$ cat config.mk
export PLATFORM = sky130hd
export DESIGN_NAME = face_track_attribute_tally_top
export DESIGN_NICKNAME = d
export VERILOG_FILES = /design/src/rtl/ftat_pkg.sv /design/src/rtl/face_track_attribute_tally_top.sv
export VERILOG_INCLUDE_DIRS = /design/src /design/src/rtl
export SDC_FILE = /design/constraint.sdc
export NUM_CORES = 2
export LEC_CHECK = 0
export ABC_CLOCK_PERIOD_IN_PS = 19270
export BUFFER_PORTS_ARGS = -buffer_cell sky130_fd_sc_hd__buf_2
export CAP_MARGIN = 25
export CORE_MARGIN = 8
export CORE_UTILIZATION = 55
export DETAILED_ROUTE_END_ITERATION = 6
export GPL_ROUTABILITY_DRIVEN = 0
export PLACE_DENSITY = 0.73
export SLEW_MARGIN = 30
export SYNTH_ARGS = -nofsm -noshare
export SYNTH_HDL_FRONTEND = slang
export SYNTH_SLANG_ARGS = --single-unit
$ cat constraint.sdc
create_clock -name clk -period 19.27 [get_ports clk]
set_input_delay 1.927 -clock clk [delete_from_list [all_inputs] [get_ports clk]]
set_output_delay 1.927 -clock clk [all_outputs]
set_load 0.01 [all_outputs]
$ cat src/rtl/face_track_attribute_tally_top_macros.svh
// ----------------------------------------------------------------------------
// Face track attribute tally: assertion macros
// Shorthands for the concurrent checks in the tally block, clocked on clk and
// disabled during rst.
// ----------------------------------------------------------------------------
`ifndef FACE_TRACK_ATTRIBUTE_TALLY_TOP_MACROS_SVH
`define FACE_TRACK_ATTRIBUTE_TALLY_TOP_MACROS_SVH

// Condition holds at every edge out of reset
`define FTAT_ASSERT_ALWAYS(label, cond, msg) \
  label: assert property (@(posedge clk) disable iff (rst) (cond)) else $error(msg);

// Consequent holds at the same edge as the antecedent
`define FTAT_ASSERT_IMPLIES(label, ante, cons, msg) \
  label: assert property (@(posedge clk) disable iff (rst) (ante) |-> (cons)) else $error(msg);

// Consequent holds at the next edge after the antecedent
`define FTAT_ASSERT_NEXT(label, ante, cons, msg) \
  label: assert property (@(posedge clk) disable iff (rst) (ante) |=> (cons)) else $error(msg);

`endif

$ cat src/rtl/ftat_pkg.sv
// ----------------------------------------------------------------------------
// Face track attribute tally: shared package
// Beat types for the face and tally channels, default parameter values and
// named codes for tally slots and gender.
// ----------------------------------------------------------------------------
package ftat_pkg;

  // Fixed field widths of the channel beats
  localparam int BOX_BITS       = 12;
  localparam int AREA_BITS      = 24;
  localparam int AGE_FIELD_BITS = 3;
  localparam int OUT_BITS       = 16;
  localparam int VOTE_BITS      = 16;
  localparam int MISSED_BITS    = 8;
  localparam int NUM_OUT        = 8;

  // Parameter defaults
  localparam int COORD_BITS_DEF = 12;
  localparam int TALLY_BITS_DEF = 16;
  localparam int AGE_GROUPS_DEF = 5;

  // Reset value of the missed-frames limit
  localparam logic [MISSED_BITS-1:0] MISSED_LIMIT_RESET = 8'd1;

  // Tally slots
  localparam int TALLY_PEOPLE = 0;
  localparam int TALLY_FEMALE = 1;
  localparam int TALLY_MALE   = 2;
  localparam int TALLY_AGE0   = 3;

  // Gender codes
  localparam logic GENDER_FEMALE = 1'b0;
  localparam logic GENDER_MALE   = 1'b1;

  typedef struct packed {
    logic                      face_present;
    logic                      face_classified;
    logic [BOX_BITS-1:0]       box_left;
    logic [BOX_BITS-1:0]       box_top;
    logic [BOX_BITS-1:0]       box_right;
    logic [BOX_BITS-1:0]       box_bottom;
    logic [AREA_BITS-1:0]      box_area;
    logic                      gender;
    logic [AGE_FIELD_BITS-1:0] age_group;
    logic                      last_of_frame;
  } item_t;

  typedef struct packed {
    logic [OUT_BITS-1:0] people_total;
    logic [OUT_BITS-1:0] female_total;
    logic [OUT_BITS-1:0] male_total;
    logic [OUT_BITS-1:0] child_total;
    logic [OUT_BITS-1:0] teen_total;
    logic [OUT_BITS-1:0] young_total;
    logic [OUT_BITS-1:0] middle_total;
    logic [OUT_BITS-1:0] older_total;
  } result_t;

endpackage

$ cat src/rtl/face_track_attribute_tally_top.sv
// ----------------------------------------------------------------------------
// Face track attribute tally: top level
// Picks the largest classified face of each frame, follows it across frames
// by box overlap, collects gender and age votes and tallies finished faces.
// ----------------------------------------------------------------------------
// Throughput: one face beat per cycle, except that a last-of-frame beat stalls
//   behind a blocked frame end; the pick compare and the tracker update each
//   sit in their own register stage. A last-of-frame beat reaches its tally beat
//   through the input register, frame-end register and result register.
// Reset: rst (synchronous) clears tracking, votes, tallies and all valids and
//   sets the missed-frames limit to 1; no clearing pass is needed.
`include "face_track_attribute_tally_top_macros.svh"

module face_track_attribute_tally_top #(
  parameter int COORD_BITS = ftat_pkg::COORD_BITS_DEF,
  parameter int TALLY_BITS = ftat_pkg::TALLY_BITS_DEF,
  parameter int AGE_GROUPS = ftat_pkg::AGE_GROUPS_DEF
) (
  input  logic                                   clk,
  input  logic                                   rst,
  input  logic                                   cfg_valid,
  output logic                                   cfg_ready,
  input  logic [ftat_pkg::MISSED_BITS-1:0]       cfg_data,
  input  logic                                   item_valid,
  output logic                                   item_stall,
  input  ftat_pkg::item_t                        item,
  output logic                                   result_valid,
  input  logic                                   result_stall,
  output ftat_pkg::result_t                      result
);
  import ftat_pkg::*;

  localparam int CW          = COORD_BITS;
  localparam int AGE_W       = $clog2(AGE_GROUPS);
  localparam int NUM_TALLIES = 3 + AGE_GROUPS;
  localparam int OV_W        = 2 * COORD_BITS;
  localparam int CMP_W       = ((OV_W > AREA_BITS + 1) ? OV_W : AREA_BITS + 1) + 6;

  // Configuration register
  logic [MISSED_BITS-1:0] max_missed_frames;

  // Input register
  logic  s1_valid;
  item_t s1;

  // Running pick of the current frame
  logic                 frame_start;
  logic                 pick_valid;
  logic [CW-1:0]        pick_box [4];
  logic [AREA_BITS-1:0] pick_area;
  logic                 pick_gender;
  logic [AGE_W-1:0]     pick_age;

  // Frame-end register: final pick of a closed frame
  logic                 s2_valid;
  logic                 s2_pick_valid;
  logic [CW-1:0]        s2_box [4];
  logic [AREA_BITS-1:0] s2_area;
  logic                 s2_gender;
  logic [AGE_W-1:0]     s2_age;

  // Tracker state
  logic                   tracking;
  logic [MISSED_BITS-1:0] missed_count;
  logic [CW-1:0]          track_box [4];
  logic [AREA_BITS-1:0]   track_area;
  logic [VOTE_BITS-1:0]   gender_votes [2];
  logic [VOTE_BITS-1:0]   age_votes [AGE_GROUPS];
  logic [TALLY_BITS-1:0]  tallies [NUM_TALLIES];

  // Handshake control
  logic s2_block;
  logic s2_fire;
  logic s1_fire;

  assign cfg_ready  = 1'b1;
  assign s2_block   = s2_valid && result_valid && result_stall;
  assign s2_fire    = s2_valid && !s2_block;
  assign item_stall = s1_valid && s1.last_of_frame && s2_block;
  assign s1_fire    = s1_valid && !item_stall;

  // Write the missed-frames limit
  always_ff @(posedge clk) begin
    if (rst) begin
      max_missed_frames <= MISSED_LIMIT_RESET;
    end else if (cfg_valid && cfg_ready) begin
      max_missed_frames <= cfg_data;
    end
  end

  // Capture an accepted face beat
  always_ff @(posedge clk) begin
    if (rst) begin
      s1_valid <= 1'b0;
    end else if (!item_stall) begin
      s1_valid <= item_valid;
    end
  end

  always_ff @(posedge clk) begin
    if (item_valid && !item_stall) begin
      s1 <= item;
    end
  end

  // ---------------------------------------------------------------- pick
  logic [CW-1:0]        in_box [4];
  logic [AGE_W-1:0]     in_age;
  logic [AREA_BITS-1:0] cmp_area;
  logic                 seed_item;
  logic                 take_item;
  logic                 f_valid;
  logic [CW-1:0]        f_box [4];
  logic [AREA_BITS-1:0] f_area;
  logic                 f_gender;
  logic [AGE_W-1:0]     f_age;

  // Merge the beat into the running pick
  always_comb begin
    in_box[0] = CW'(s1.box_left);
    in_box[1] = CW'(s1.box_top);
    in_box[2] = CW'(s1.box_right);
    in_box[3] = CW'(s1.box_bottom);
    if (32'(s1.age_group) >= AGE_GROUPS) begin
      in_age = AGE_W'(AGE_GROUPS - 1);
    end else begin
      in_age = AGE_W'(s1.age_group);
    end
    cmp_area  = frame_start ? s1.box_area : pick_area;
    seed_item = s1.face_present && frame_start;
    take_item = s1.face_present && s1.face_classified && (s1.box_area >= cmp_area);
    f_valid   = pick_valid || take_item;
    for (int k = 0; k < 4; k++) begin
      f_box[k] = (seed_item || take_item) ? in_box[k] : pick_box[k];
    end
    f_area   = (seed_item || take_item) ? s1.box_area : pick_area;
    f_gender = take_item ? s1.gender : pick_gender;
    f_age    = take_item ? in_age : pick_age;
  end

  // Advance the pick; close the frame on its last beat
  always_ff @(posedge clk) begin
    if (rst) begin
      frame_start <= 1'b1;
      pick_valid  <= 1'b0;
    end else if (s1_fire) begin
      if (s1.last_of_frame) begin
        frame_start <= 1'b1;
        pick_valid  <= 1'b0;
      end else begin
        frame_start <= frame_start && !s1.face_present;
        pick_valid  <= f_valid;
      end
    end
  end

  always_ff @(posedge clk) begin
    if (s1_fire) begin
      pick_box    <= f_box;
      pick_area   <= f_area;
      pick_gender <= s1.last_of_frame ? GENDER_FEMALE : f_gender;
      pick_age    <= s1.last_of_frame ? '0 : f_age;
    end
  end

  // Hand the final pick to the frame-end stage
  always_ff @(posedge clk) begin
    if (rst) begin
      s2_valid <= 1'b0;
    end else if (!s2_block) begin
      s2_valid <= s1_fire && s1.last_of_frame;
    end
  end

  always_ff @(posedge clk) begin
    if (s1_fire && s1.last_of_frame) begin
      s2_pick_valid <= f_valid;
      s2_box        <= f_box;
      s2_area       <= f_area;
      s2_gender     <= f_gender;
      s2_age        <= f_age;
    end
  end

  // ----------------------------------------------------------- frame end
  logic [CW-1:0]           lx, ly, hx, hy;
  logic [OV_W-1:0]         overlap;
  logic signed [CMP_W-1:0] ov_s, un_s, lhs, rhs;
  logic                    same_face;
  logic                    maj_gender;
  logic [AGE_W-1:0]        maj_age;
  logic [VOTE_BITS-1:0]    best_votes;
  logic                    finish;
  logic                    seed_votes;

  // Overlap test: 10 * overlap > 3 * union
  always_comb begin
    lx = (track_box[0] > s2_box[0]) ? track_box[0] : s2_box[0];
    ly = (track_box[1] > s2_box[1]) ? track_box[1] : s2_box[1];
    hx = (track_box[2] < s2_box[2]) ? track_box[2] : s2_box[2];
    hy = (track_box[3] < s2_box[3]) ? track_box[3] : s2_box[3];
    if ((lx < hx) && (ly < hy)) begin
      overlap = OV_W'(hx - lx) * OV_W'(hy - ly);
    end else begin
      overlap = '0;
    end
    ov_s      = $signed(CMP_W'(overlap));
    un_s      = $signed(CMP_W'(track_area)) + $signed(CMP_W'(s2_area)) - ov_s;
    lhs       = (ov_s <<< 3) + (ov_s <<< 1);
    rhs       = (un_s <<< 1) + un_s;
    same_face = lhs > rhs;
  end

  // Majority gender (tie to male) and age group (tie to lowest)
  always_comb begin
    maj_gender = (gender_votes[0] > gender_votes[1]) ? GENDER_FEMALE : GENDER_MALE;
    best_votes = age_votes[0];
    maj_age    = '0;
    for (int i = 1; i < AGE_GROUPS; i++) begin
      if (age_votes[i] > best_votes) begin
        best_votes = age_votes[i];
        maj_age    = AGE_W'(i);
      end
    end
  end

  assign finish = tracking &&
                  (s2_pick_valid ? !same_face : (missed_count >= max_missed_frames));
  assign seed_votes = s2_pick_valid && (!tracking || !same_face);

  logic                   tracking_next;
  logic [MISSED_BITS-1:0] missed_count_next;
  logic [VOTE_BITS-1:0]   gender_votes_next [2];
  logic [VOTE_BITS-1:0]   age_votes_next [AGE_GROUPS];
  logic [TALLY_BITS-1:0]  tallies_next [NUM_TALLIES];
  result_t                result_next;
  logic [OUT_BITS-1:0]    out_vals [NUM_OUT];

  // Tracker next state and tally update
  always_comb begin
    tracking_next     = tracking;
    missed_count_next = missed_count;
    gender_votes_next = gender_votes;
    age_votes_next    = age_votes;
    tallies_next      = tallies;
    if (s2_pick_valid) begin
      tracking_next     = 1'b1;
      missed_count_next = '0;
    end else if (tracking) begin
      if (finish) begin
        tracking_next     = 1'b0;
        missed_count_next = '0;
      end else begin
        missed_count_next = missed_count + 1'b1;
      end
    end
    // Votes: seed, add or drop
    for (int g = 0; g < 2; g++) begin
      if (seed_votes) begin
        gender_votes_next[g] = (g == int'(s2_gender)) ? VOTE_BITS'(1) : '0;
      end else if (s2_pick_valid) begin
        if (g == int'(s2_gender) && !(&gender_votes[g])) begin
          gender_votes_next[g] = gender_votes[g] + 1'b1;
        end
      end else if (finish) begin
        gender_votes_next[g] = '0;
      end
    end
    for (int a = 0; a < AGE_GROUPS; a++) begin
      if (seed_votes) begin
        age_votes_next[a] = (a == int'(s2_age)) ? VOTE_BITS'(1) : '0;
      end else if (s2_pick_valid) begin
        if (a == int'(s2_age) && !(&age_votes[a])) begin
          age_votes_next[a] = age_votes[a] + 1'b1;
        end
      end else if (finish) begin
        age_votes_next[a] = '0;
      end
    end
    // Tally the finished face, saturating
    for (int t = 0; t < NUM_TALLIES; t++) begin
      if (finish && !(&tallies[t]) &&
          ((t == TALLY_PEOPLE) || (t == TALLY_FEMALE + int'(maj_gender)) ||
           (t == TALLY_AGE0 + int'(maj_age)))) begin
        tallies_next[t] = tallies[t] + 1'b1;
      end
    end
    // Map tallies onto the result beat
    for (int j = 0; j < NUM_OUT; j++) begin
      out_vals[j] = '0;
    end
    for (int j = 0; (j < NUM_OUT) && (j < NUM_TALLIES); j++) begin
      out_vals[j] = OUT_BITS'(tallies_next[j]);
    end
    result_next.people_total = out_vals[0];
    result_next.female_total = out_vals[1];
    result_next.male_total   = out_vals[2];
    result_next.child_total  = out_vals[3];
    result_next.teen_total   = out_vals[4];
    result_next.young_total  = out_vals[5];
    result_next.middle_total = out_vals[6];
    result_next.older_total  = out_vals[7];
  end

  // Commit the tracker on each closed frame
  always_ff @(posedge clk) begin
    if (rst) begin
      tracking     <= 1'b0;
      missed_count <= '0;
      for (int g = 0; g < 2; g++) begin
        gender_votes[g] <= '0;
      end
      for (int a = 0; a < AGE_GROUPS; a++) begin
        age_votes[a] <= '0;
      end
      for (int t = 0; t < NUM_TALLIES; t++) begin
        tallies[t] <= '0;
      end
    end else if (s2_fire) begin
      tracking     <= tracking_next;
      missed_count <= missed_count_next;
      gender_votes <= gender_votes_next;
      age_votes    <= age_votes_next;
      tallies      <= tallies_next;
    end
  end

  always_ff @(posedge clk) begin
    if (s2_fire && s2_pick_valid) begin
      track_box  <= s2_box;
      track_area <= s2_area;
    end
  end

  // Result register: load when empty or drained
  always_ff @(posedge clk) begin
    if (rst) begin
      result_valid <= 1'b0;
    end else if (!(result_valid && result_stall)) begin
      result_valid <= s2_valid;
    end
  end

  always_ff @(posedge clk) begin
    if (s2_fire) begin
      result <= result_next;
    end
  end

  // ---------------------------------------------------------- assertions
  `FTAT_ASSERT_IMPLIES(a_idle_no_votes, !tracking, (gender_votes[0] == '0) && (gender_votes[1] == '0) && (missed_count == '0), "votes or missed count left over with no face followed")
  `FTAT_ASSERT_IMPLIES(a_track_has_votes, tracking, (gender_votes[0] != '0) || (gender_votes[1] != '0), "followed face carries no gender vote")
  `FTAT_ASSERT_IMPLIES(a_pick_opens_frame, pick_valid, !frame_start, "pick held while frame still unopened")
  `FTAT_ASSERT_IMPLIES(a_stall_cause, item_stall, s1_valid && s1.last_of_frame && s2_valid, "face beat stalled without a blocked frame end")
  `FTAT_ASSERT_NEXT(a_frame_end_out, s2_fire, result_valid, "closed frame produced no tally beat")

endmodule

==> impl_metrics.py <==
metrics = {
    "outcome": {
        "outcome": "finished, final reports clean",
    },
    "global_route": {
        "grt_overflow_total": 0,
        "grt_start_max_net_pins": 101,
        "grt_pass1_wl_um": 182000,
        "antenna_found_initial": 4,
        "grtUsageTotal": 0.234,
        "grt_pass1_vias": 34655,
    },
    "setup_path": {
        "worstPathMaxFanout": 42,
        "slowest_stage": "a21oi_1",
        "critical_path_class": "flip-flop to flip-flop",
        "required_ns": 19.85,
        "r2r_start": "s2_box[13]",
        "ff2ff_path_depth": 63,
        "slowest_delay_ns": 0.75,
        "startpoint": "s2_box[13]",
        "reg2reg_slack_ns": 1.87,
        "rr_endpoint": "gender_votes[19]",
        "endpoint": "gender_votes[19]",
        "start_kind": "flip-flop",
        "end_kind": "flip-flop",
        "crit_arrival_ns": 17.98,
    },
    "die": {
        "start_util": 0.556,
        "fp-row-count": 106,
        "die_h_um": 307,
        "dieArea_sq_um": 94200,
        "die_w_um": 307,
        "core_area_sq_um": 83700,
        "io_pins": 223,
    },
    "timing": {
        "worstMarginPinSlew_ns": 1.03,
        "hold_violations": 0,
        "postLayoutSetupSlackWorst_ns": 1.87,
        "max_freq_mhz": 57.5,
        "period_minus_slack_ns": 17.40,
        "rsz0062_at_grt": "no",
        "drv_slew": 0,
        "tns_ns": 0,
        "setup_violations": 0,
        "period_share": 0.903,
        "skew_ns": 0.0614,
        "max_slew_margin": 0.308,
    },
    "flow_run": {
        "cap_viol_max_count": 0,
    },
    "cts": {
        "clk_pin_slew_ns": 0.06,
        "htreeDepth": 3,
        "numClockSinks": 694,
        "root_buffer": "clkbuf_16",
        "clockBufferDepth": 3,
        "cts_tree": "done",
        "cts_buffers": 79,
        "post_cts_buffers": 0,
        "worst_skew_pair.late_latency_ns": 0.66,
        "cts-hold-fix-buffers": 0,
        "postCtsResizedCells": 0,
    },
    "detailed_routing": {
        "wirelength_um": 112000,
        "first_pass_iters": 6,
        "viasPerCell": 5.89,
        "first_iter_violations": 2900,
        "drc_errors": 0,
        "vias": 35510,
        "wl_met2_um": 52500,
        "wirelength_met1_um": 49000,
        "wl_met3_um": 6670,
        "wl_per_cell_um": 18.5,
        "highest_layer": "met4",
        "drtAntennaViolNets": 0,
    },
    "yosys": {
        "synthTopCellsByArea": "edfxtp_1 28%, dfxtp_1 11%, ha_1 9.7%, fa_1 7.7%, inv_1 3.6%",
        "yosys.cell_count.top_type": "inv_1",
        "synth-main-ff-cell": "edfxtp_1",
        "syn_nets": 5295,
        "synth-edff-count": 432,
        "synthesis.instances": 4663,
        "synth_area_leader_cell": "edfxtp_1",
        "yosys_warnings": 0,
        "synth_seq_cells": 694,
        "synth_sequential_area_ratio": 0.392,
        "synth_common_cells": "444 x inv_1, 432 x edfxtp_1, 360 x ha_1, 310 x a21oi_1, 310 x nand2_1",
        "synthDistinctLibCells": 97,
        "syn_area_sq_um": 46500,
        "synth_top_area_frac": 0.279,
        "async_reset_ff_frac": 0,
        "syn_avg_cell_area_sq_um": 9.98,
    },
    "final_layout": {
        "layout.nets": 5465,
        "fillers": 6985,
        "area_growth_pct": 10.7,
        "layout-drive-gt1-share": 0.118,
        "final_util": 0.615,
        "final_cells": 6033,
    },
    "place": {
        "dpl_worst_slack_ns": 2.07,
        "dp_hpwl_um": 81800,
        "io_buffers": 221,
        "dp_cells": 5882,
    },
    "worst_hold_path": {
        "hold_depth": 2,
        "hp-class": "flip-flop to flip-flop",
    },
}
==> cells in the final DEF (no fill, tap or decap), drive strengths merged, types with 61 or more instances in the layout <==
master  synthesis  final
nand3         164    164
ha            360    360
and3           85     85
nor2          258    258
or4            61     61
o31ai          77     77
inv           446    450
nand4          81     81
o21ai         227    227
edfxtp        432    432
nand2         310    310
a21o           92     92
or3           121    121
xnor2         145    145
buf            60    270
mux2i          72     72
dfxtp         262    262
a21oi         310    310
xor2          102    102
nor3           73     73
fa            180    180
clkbuf        121    104
mux2          105    105
==> worst min path at each step <==
stage	startpoint	end	slack, ns
after floorplan	pick_valid	pick_valid	0.41
after global placement	pick_valid	pick_valid	0.42
after detailed placement	pick_valid	pick_valid	0.43
after CTS	pick_valid	pick_valid	0.45
after global routing	s2_area[20]	track_area[20]	0.46
final	pick_valid	pick_valid	0.45
==> stage by stage <==
stage / hold slack, ns / instance area, sq um
after floorplan: 0.411 / 46500
after global placement: 0.424 / 48700
after detailed placement: 0.432 / 48700
after CTS: 0.448 / 51400
after global routing: 0.459 / 51500
final: 0.447 / 51500
==> routing by layer <==
| metal | vias to the layer above | global-route usage |
|---|---|---|
| li1 | 17134 | - |
| met1 | 17125 | 0.320 |
| met2 | 1039 | 0.385 |
| met3 | 212 | 0.0331 |
| met4 | 0 | 0.0723 |
| met5 | - | 0 |
==> worst max-delay path, delay by kind of cell, from the launching register on <==
kind,cells,cell delay [ns]
buffers and inverters,8,0.83
XOR/XNOR,3,0.62
AO/OA/AOI/OAI,29,7.70
multiplexers,1,0.41
adder cells (fa/ha/maj),13,5.01
flip-flops,1,0.43
AND/OR/NAND/NOR,9,2.21
==> sequential cells by signal (all words and copies together) (netlist names), 3 cells and up <==
signal and cells:
result 128, tallies 128, age_votes 80, in_box 48, pick_box 48, s2_box 48, track_box 48, gender_votes 32
s1 31, pick_area 24, s2_area 24, track_area 24, max_missed_frames 8, missed_count 8, pick_age 3, s2_age 3
==> cell type report <==
class / instances / area, sq um / share of cell area
Antenna cell: 1 / 2.50 / 0.0000486
Clock buffer: 104 / 2220 / 0.0432
Clock inverter: 42 / 448 / 0.00870
Inverter: 449 / 1690 / 0.0328
Multi-Input combinational cell: 3339 / 26000 / 0.505
Sequential cell: 694 / 18200 / 0.354
Tap cell: 1134 / 1420 / 0.0275
Timing Repair Buffer: 270 / 1520 / 0.0294
==> cell families (layout without fill, tap and decap cells) <==
group / count (synthesis) / in the layout / synth area share
AOI/OAI and AO/OA: 1014 / 1014 / 0.142
other: 1 / 2 / 0.0000806
xor gates and xnor gates: 248 / 248 / 0.0470
buffers and inverters: 630 / 865 / 0.0530
and+or+nand+nor: 1359 / 1359 / 0.151
muxes: 177 / 177 / 0.0413
DFF: 694 / 694 / 0.392
adders and majority gates: 540 / 540 / 0.174
Power is not shown: default switching activity piles up to over one toggle a cycle in this logic, so the estimate is an artifact.
